## config.mk

```make
export PLATFORM = sky130hd
export DESIGN_NAME = gcoh_div
export DESIGN_NICKNAME = d
export VERILOG_FILES = /design/src/hw/rtl/gcoh_pkg.sv /design/src/hw/rtl/gcoh_div.sv
export SDC_FILE = /design/constraint.sdc
export NUM_CORES = 1
export LEC_CHECK = 0
export BUFFER_PORTS_ARGS = -buffer_cell sky130_fd_sc_hd__buf_2
export CAP_MARGIN = 20
export CORE_ASPECT_RATIO = 1.25
export CORE_MARGIN = 5
export CORE_UTILIZATION = 36
export CTS_BUF_LIST = sky130_fd_sc_hd__clkbuf_4 sky130_fd_sc_hd__clkbuf_8 sky130_fd_sc_hd__clkbuf_16
export CTS_CLUSTER_DIAMETER = 100
export DETAILED_ROUTE_END_ITERATION = 12
export PLACE_DENSITY = 0.63
export SLEW_MARGIN = 15
export SYNTH_ARGS = -nofsm -noshare
export SYNTH_HDL_FRONTEND = slang
export SYNTH_SLANG_ARGS = --single-unit
```

## constraint.sdc

```tcl
create_clock -name i_clk -period 10.23 [get_ports i_clk]
set_input_delay 0.5115 -clock i_clk [delete_from_list [all_inputs] [get_ports i_clk]]
set_output_delay 0.5115 -clock i_clk [all_outputs]
set_load 0.1 [all_outputs]
```

## src/hw/rtl/gcoh_pkg.sv

```systemverilog
// Shared types and constants of the grid cell occupancy histogram.
package gcoh_pkg;

    localparam int KIND_W     = 2;
    localparam int COORD_W    = 16;
    localparam int SIZE_W     = 16;
    localparam int DIFF_W     = COORD_W + 1;
    localparam int IDX_W      = 6;
    localparam int USE_W      = 7;
    localparam int OUT_W      = 32;
    localparam int CFG_IDX_W  = 3;
    localparam int CFG_DATA_W = 16;

    localparam int DIV_STEPS  = SIZE_W / 2;
    localparam int STEP_W     = $clog2(DIV_STEPS);
    localparam logic [STEP_W-1:0] LAST_STEP = STEP_W'(DIV_STEPS - 1);

    localparam logic [CFG_IDX_W-1:0] CFG_ORIGIN_X    = 3'd0;
    localparam logic [CFG_IDX_W-1:0] CFG_ORIGIN_Y    = 3'd1;
    localparam logic [CFG_IDX_W-1:0] CFG_CELL_WIDTH  = 3'd2;
    localparam logic [CFG_IDX_W-1:0] CFG_CELL_HEIGHT = 3'd3;
    localparam logic [CFG_IDX_W-1:0] CFG_COLUMNS     = 3'd4;
    localparam logic [CFG_IDX_W-1:0] CFG_ROWS        = 3'd5;

    typedef enum logic [KIND_W-1:0] {
        KIND_ADD        = 2'd0,
        KIND_SAMPLE_ALL = 2'd1,
        KIND_SAMPLE_PT  = 2'd2,
        KIND_READ       = 2'd3
    } t_kind;

    typedef struct packed {
        logic              neg;
        logic [SIZE_W-1:0] quot;
        logic              rem_nz;
    } t_div_res;

endpackage

```

## src/hw/rtl/gcoh_div.sv

```systemverilog
// Radix-4 restoring divider that bins one axis coordinate.
module gcoh_div
    import gcoh_pkg::*;
(
    input  logic              i_clk,
    input  logic              i_rst_n,
    input  logic              i_start,
    input  logic [DIFF_W-1:0] i_diff,
    input  logic [SIZE_W-1:0] i_divisor,
    output logic              o_done,
    output t_div_res          o_res
);

    logic              r_busy;
    logic              r_done;
    logic [STEP_W-1:0] r_step;
    logic [SIZE_W-1:0] r_dvd;
    logic [SIZE_W-1:0] r_rem;
    logic [SIZE_W-1:0] r_div;
    logic              r_neg;

    logic [SIZE_W:0]   s1;
    logic [SIZE_W:0]   s2;
    logic              q1;
    logic              q2;
    logic [SIZE_W-1:0] rem1;
    logic [SIZE_W-1:0] rem2;

    always_comb begin
        s1   = {r_rem, r_dvd[SIZE_W-1]};
        q1   = (s1 >= {1'b0, r_div});
        rem1 = q1 ? SIZE_W'(s1 - {1'b0, r_div}) : SIZE_W'(s1);
        s2   = {rem1, r_dvd[SIZE_W-2]};
        q2   = (s2 >= {1'b0, r_div});
        rem2 = q2 ? SIZE_W'(s2 - {1'b0, r_div}) : SIZE_W'(s2);
    end

    always_ff @(posedge i_clk) begin
        if (!i_rst_n) begin
            r_busy <= 1'b0;
            r_done <= 1'b0;
            r_step <= '0;
        end else begin
            r_done <= 1'b0;
            if (i_start) begin
                r_busy <= 1'b1;
                r_step <= '0;
                r_dvd  <= i_diff[SIZE_W-1:0];
                r_rem  <= '0;
                r_div  <= i_divisor;
                r_neg  <= i_diff[DIFF_W-1];
            end else if (r_busy) begin
                r_dvd  <= {r_dvd[SIZE_W-3:0], q1, q2};
                r_rem  <= rem2;
                r_step <= r_step + STEP_W'(1);
                if (r_step == LAST_STEP) begin
                    r_busy <= 1'b0;
                    r_done <= 1'b1;
                end
            end
        end
    end

    assign o_done = r_done;
    assign o_res  = '{neg: r_neg, quot: r_dvd, rem_nz: (r_rem != '0)};

    a_done_idle: assert property (@(posedge i_clk) disable iff (!i_rst_n)
        r_done |-> !r_busy)
        else $error("divider done while still iterating");

    a_last_step: assert property (@(posedge i_clk) disable iff (!i_rst_n)
        r_busy && !i_start && r_step == LAST_STEP |=> r_done)
        else $error("divider missed its done pulse");

    a_rem_bound: assert property (@(posedge i_clk) disable iff (!i_rst_n)
        r_done |-> r_rem < r_div)
        else $error("divider remainder not below divisor");

endmodule

```

=== After elaboration in Yosys (flattened, before gate mapping) ===
Cells that the tools add are included.

* Bits of input ports: 36
* Word-level logic and storage cells: 30
* Output and inout bits: 19
* Bits in registers: 54

* Mux-type cells: 9
* Bitwise logic cells: 2
* Eq/ne operators: 1
* Reductions and logical operators: 6
* Add/sub/neg operators: 3
* $lt $le $gt $ge: 2

{| class="wikitable"
|+ Operators with widths
! kind !! count
|-
| 16-bit 2-to-1 mux || 5
|-
| 17-bit by 16-bit >= comparator with 1-bit output || 2
|-
| 16-bit subtractor || 2
|-
| 16-bit nonzero test || 1
|-
| 1-bit 2-to-1 mux || 4
|-
| 2-bit AND reduction || 2
|-
| 3-bit by 1-bit adder with 3-bit output, second input constant || 1
|-
| 3-bit == test, second input constant || 1
|-
| 3-bit OR reduction || 1
|-
| 1-bit inverter || 2
|-
| 2-bit nonzero test || 1
|-
| 2-bit OR reduction || 1
|}

=== Logic depth before layout (Yosys ltp) ===
* Depth after elaboration: 5
* Depth in mapped cells: 21
* Depth with buffers taken out: 19

=== Worst setup path after synthesis ===
No wires, ideal clock.

* Kind: register to register
* Start point: register r_dvd[15]
* End point: register r_rem[1], data pin
* Slack: 4910 ps
* Path buffers: 3
* Stages on the path, launching flop included: 21
* Data required time: 9962 ps
* Setup time: 268 ps
* Period minus slack after synthesis: 5320 ps
* Arrival: 5052 ps
* Cells stage by stage: edfxtp_1 inv_1 ha_1 nand4_1 nor3_1 a2111oi_1 o21a_1 and2_4 buf_6 buf_8 mux2_2 ha_1 a2111o_1 or2_0 o32a_4 o21a_1 o21ai_2 nand2b_2 buf_6 nor3_1 nor3_2

* Longest elaborated chain between the ends: 5
* Elaborated cells between the ends (all ways): 7
* Those cells by class: add/sub (2); order compare (2); mux (3)

{| class="wikitable"
|+ Ends and longest elaborated chain
! what !! RTL line !! source
|-
| start: declaration || gcoh_div.sv:17 || <nowiki>logic [SIZE_W-1:0] r_dvd;</nowiki>
|-
| start signal: assignment || gcoh_div.sv:48 || <nowiki>r_dvd <= i_diff[SIZE_W-1:0];</nowiki>
|-
| start signal: assignment || gcoh_div.sv:53 || <nowiki>r_dvd <= {r_dvd[SIZE_W-3:0], q1, q2};</nowiki>
|-
| 16-bit subtractor or 17-bit by 16-bit >= comparator with 1-bit output (tied branches) || gcoh_div.sv:32, gcoh_div.sv:31 ||
|-
| 16-bit 2-to-1 mux (*) || gcoh_div.sv:32 || <nowiki>rem1 = q1 ? SIZE_W'(s1 - {1'b0, r_div}) : SIZE_W'(s1);</nowiki>
|-
| 16-bit subtractor or 17-bit by 16-bit >= comparator with 1-bit output (tied branches) || gcoh_div.sv:35, gcoh_div.sv:34 ||
|-
| 16-bit 2-to-1 mux (*) || gcoh_div.sv:35 || <nowiki>rem2 = q2 ? SIZE_W'(s2 - {1'b0, r_div}) : SIZE_W'(s2);</nowiki>
|-
| 16-bit 2-to-1 mux (*) || gcoh_div.sv:52 || <nowiki>end else if (r_busy) begin</nowiki>
|-
| end signal: assignment || gcoh_div.sv:54 || <nowiki>r_rem <= rem2;</nowiki>
|-
| end: declaration || gcoh_div.sv:18 || <nowiki>logic [SIZE_W-1:0] r_rem;</nowiki>
|}

Mark *: on every way between the ends. The rest lies on a longest branch, timed or not. The select of a mux whose other input is x is not followed.
A chain may end at the register's enable or synchronous reset.

=== Final worst setup path ===
* Start point: register r_rem[13]
* End point: register r_rem[10], data pin

* Longest elaborated chain between the ends: 5
* Elaborated cells between the ends (all ways): 7
* Those cells by class: add/sub (2); order compare (2); mux (3)

{| class="wikitable"
|+ Ends and longest elaborated chain
! what !! RTL line
|-
| 17-bit by 16-bit >= comparator with 1-bit output or 16-bit subtractor (tied branches) || gcoh_div.sv:31, gcoh_div.sv:32
|-
| 16-bit 2-to-1 mux (*) || gcoh_div.sv:32
|-
| 16-bit subtractor or 17-bit by 16-bit >= comparator with 1-bit output (tied branches) || gcoh_div.sv:35, gcoh_div.sv:34
|-
| 16-bit 2-to-1 mux (*) || gcoh_div.sv:35
|-
| 16-bit 2-to-1 mux (*) || gcoh_div.sv:52
|}

Marks and branches as above.

==> flow_metrics.env <==
export IMPL_status="completed"
export IMPL_viasPerCell=5.529
export IMPL_grt_max_degree=36
export IMPL_crit_chain="ha_1 > nand4b_1 > nor3_1 > a2111oi_1 > o21a_1 > and2_4 > mux2_2 > ha_1 > a2111o_1 > or2_0 > o32a_4 > o21a_1 > o21ai_2 > and2b_2 > nand2_2 > a22o_1"
export IMPL_rsz0062_at_grt="no"
export IMPL_min_delay_path_class="primary input to flop"
export IMPL_areaGrowthSynthToFinish_pct=12.34
export IMPL_drive_above_1_share=0.2395
export IMPL_initialDrtViolationCount=149
export IMPL_drt_first_pass_iters=4
export IMPL_final_critical_path_setup_slack_ns=4.977
export IMPL_hold_buffers=0
export IMPL_gp_congestion=0.9346
export IMPL_ctsResizeCount=0
export IMPL_synth_edf_count=49
export IMPL_num_vias=3124
export IMPL_worst_path_max_delay_cell="sky130_fd_sc_hd__a2111oi_1"
export IMPL_netlist_area_before_placement_um2=3974
export IMPL_crit_arrival_ns=5.31
export IMPL_drt_wl_total_mm=9.455
export IMPL_filler_cell_count=1090
export IMPL_total_neg_setup_slack_ns=0
export IMPL_finalHoldViolations=0
export IMPL_final_period_utilization=0.5135
export IMPL_remaining_drc_errors=0
export IMPL_post_place_cell_area_um2=4323
export IMPL_die_area_um2=13250
export IMPL_post_cts_buffers=0
export IMPL_track_usage=0.1437
export IMPL_final_area_um2=4464
export IMPL_worst_endpoint_required_ns=10.28
export IMPL_synth_ff_type="sky130_fd_sc_hd__edfxtp_1"
export IMPL_path_clk_slew_ns=0.07
export IMPL_cts_root_to_sink_buffers=2
export IMPL_wire_length_of_the_first_global_routing_pass_mm=15.81
export IMPL_num_ports=55
export IMPL_number_of_antenna_violations_at_the_first_check_in_global_routing=0
export IMPL_synth_warning_count=0
export IMPL_grt_pass1_vias=3322
export IMPL_antenna_diode_count=0
export IMPL_cts_inserted_buffers=5
export IMPL_fmaxAchievable_mhz=190.4
export IMPL_clk_latency_ns=0.30
export IMPL_critical_path_max_fanout=18
export IMPL_design_core_area_um2=10980
export IMPL_grt_overflow=0
export IMPL_ys_seq_area_frac=0.3955
export IMPL_synthCells=380
export IMPL_min_period_ns=5.253
export IMPL_avgSynthCellArea_um2=10.46
export IMPL_criticalPathCategory="flop to flop"
export IMPL_final_max_slew_viols=0
export IMPL_cp_end_kind="flop"
export IMPL_cp_start_kind="flop"
export IMPL_netlist_cell_type_count=66
export IMPL_async_flop_share=0
export IMPL_synth_fp_nets=452
export IMPL_placementRows=43
export IMPL_clock_tree_htree_level_count=2
export IMPL_clock_sinks=54
export IMPL_tritoncts="built"
export IMPL_worst_clock_skew_ns=0.004377
export IMPL_number_of_routed_nets_with_antenna_violations=0
export IMPL_port_buffer_count=54
export IMPL_postLayoutCoreUtil=0.4067
export IMPL_cts_root_buffer="sky130_fd_sc_hd__clkbuf_16"
export IMPL_initial_utilization=0.3621
export IMPL_worst_tran_pin_value_ns=0.8137
export IMPL_dieWidth_um=104.0
export IMPL_dieHeight_um=127.5
export IMPL_max_slew_margin=0.4575
export IMPL_number_of_max_capacitance_violations_reported=0
export IMPL_critPathMaxStageDelay_ns=0.57
export IMPL_ys_ff_latch=54
export IMPL_pre_cts_slack_ns=5.023
export IMPL_setup_reg_to_reg_worst_slack_ns=4.98
export IMPL_dp_final_hpwl_mm=7.564
export IMPL_num_nets_final=501
export IMPL_timing_final_setup_violations=0
export IMPL_drt_wirelength_per_cell_um=16.73
==> Yosys cell counts, types with 2 or more instances <==
library cell / instances / area, um2
sky130_fd_sc_hd__clkbuf_1: 5 / 18.77
sky130_fd_sc_hd__o21ai_0: 6 / 30.03
sky130_fd_sc_hd__a31oi_1: 3 / 18.77
sky130_fd_sc_hd__o21bai_1: 4 / 30.03
sky130_fd_sc_hd__nor3b_1: 2 / 15.01
sky130_fd_sc_hd__a21oi_1: 36 / 180.2
sky130_fd_sc_hd__o21ai_1: 9 / 45.04
sky130_fd_sc_hd__mux2i_1: 3 / 30.03
sky130_fd_sc_hd__nor2_1: 13 / 48.80
sky130_fd_sc_hd__nor3_1: 11 / 55.05
sky130_fd_sc_hd__a211oi_1: 5 / 37.54
sky130_fd_sc_hd__nor2b_1: 3 / 18.77
sky130_fd_sc_hd__xor2_1: 8 / 70.07
sky130_fd_sc_hd__inv_1: 29 / 108.9
sky130_fd_sc_hd__nand2_1: 18 / 67.56
sky130_fd_sc_hd__ha_1: 34 / 425.4
sky130_fd_sc_hd__edfxtp_1: 49 / 1471
sky130_fd_sc_hd__o31a_2: 2 / 20.02
sky130_fd_sc_hd__buf_6: 4 / 45.04
sky130_fd_sc_hd__o21a_1: 7 / 52.55
sky130_fd_sc_hd__fa_1: 2 / 40.04
sky130_fd_sc_hd__nand4_1: 4 / 25.02
sky130_fd_sc_hd__dfxtp_1: 5 / 100.1
sky130_fd_sc_hd__a21boi_0: 3 / 22.52
sky130_fd_sc_hd__nor4_1: 6 / 37.54
sky130_fd_sc_hd__xnor2_1: 16 / 140.1
sky130_fd_sc_hd__a21o_1: 10 / 75.07
sky130_fd_sc_hd__nand3_1: 20 / 100.1
sky130_fd_sc_hd__buf_4: 2 / 15.01
sky130_fd_sc_hd__mux2_2: 25 / 281.5
==> flip-flops by register name, summed over array words and instances (netlist names) <==
name	flops
r_neg	1
r_step	3
r_dvd	16
r_busy	1
r_rem	16
o_done	1
r_div	16
==> cells by family (layout without fill, tap and decap cells) <==
logic type | Yosys count | after routing | synth area share
buf+inv | 42 | 92 | 0.05195
compound gates | 106 | 106 | 0.1861
simple gates | 90 | 90 | 0.1181
flops | 54 | 54 | 0.3955
mux | 28 | 28 | 0.07840
xor+xnor | 24 | 24 | 0.05290
fa+ha+maj | 36 | 36 | 0.1171
==> area by class of cell <==
class / count / area, um2 / area share
well taps: 135 / 168.9 / 0.03784
flip-flops and latches: 54 / 1572 / 0.3520
repair buffers: 55 / 277.8 / 0.06222
clock buffers: 6 / 132.6 / 0.02971
multi-input cells: 284 / 2196 / 0.4919
inverters: 29 / 108.9 / 0.02438
clock inverters: 2 / 8.758 / 0.001962
==> worst paths after layout <==
check                                   start        end  depth (start not counted)
worst max-delay path                r_rem[13]  r_rem[10]                         16
worst min register to register      r_step[1]  r_step[1]                          2
worst max register to register      r_rem[13]  r_rem[10]                         16
worst min-delay path            i_divisor[10]  r_div[10]                          1
==> placed cells by master (no fill, tap or decap), types with 5 or more instances in the layout <==
cell type	instances
sky130_fd_sc_hd__buf_2	54
sky130_fd_sc_hd__edfxtp_1	49
sky130_fd_sc_hd__a21oi_1	36
sky130_fd_sc_hd__ha_1	34
sky130_fd_sc_hd__inv_1	29
sky130_fd_sc_hd__mux2_2	25
sky130_fd_sc_hd__nand3_1	20
sky130_fd_sc_hd__nand2_1	18
sky130_fd_sc_hd__xnor2_1	16
sky130_fd_sc_hd__nor2_1	13
sky130_fd_sc_hd__nor3_1	11
sky130_fd_sc_hd__a21o_1	10
sky130_fd_sc_hd__o21ai_1	9
sky130_fd_sc_hd__xor2_1	8
sky130_fd_sc_hd__o21a_1	7
sky130_fd_sc_hd__o21ai_0	6
sky130_fd_sc_hd__nor4_1	6
sky130_fd_sc_hd__a211oi_1	5
sky130_fd_sc_hd__clkbuf_16	5
sky130_fd_sc_hd__dfxtp_1	5
==> per-stage QoR <==
stage / hold WS (ns) / cells
CTS: 0.3850 / 565
detailed placement: 0.4985 / 557
global placement: 0.4821 / 557
finish: 0.3863 / 565
global route: 0.3827 / 565
floorplan: 0.4646 / 380
==> worst max-delay path: cells and delay by family (launching register included) <==
| kind | cells | cell delay (ns) |
|---|---|---|
| AOI/OAI and AO/OA | 7 | 2.17 |
| and+or+nand+nor | 6 | 1.28 |
| adders and majority gates | 2 | 0.74 |
| DFF | 1 | 0.42 |
| muxes | 1 | 0.39 |
==> metal layers <==
layer | vias up | wire length (um) | GRT usage
met4 | 0 | 172 | 0.04726
met3 | 10 | 570 | 0.03133
met5 | - | 0 | 0
li1 | 1532 | - | -
met2 | 90 | 4798 | 0.2676
met1 | 1492 | 3914 | 0.1617
Power is left out: the tool's default activity adds up to more than one toggle a clock period on the data nets, which glitch-free logic cannot reach.
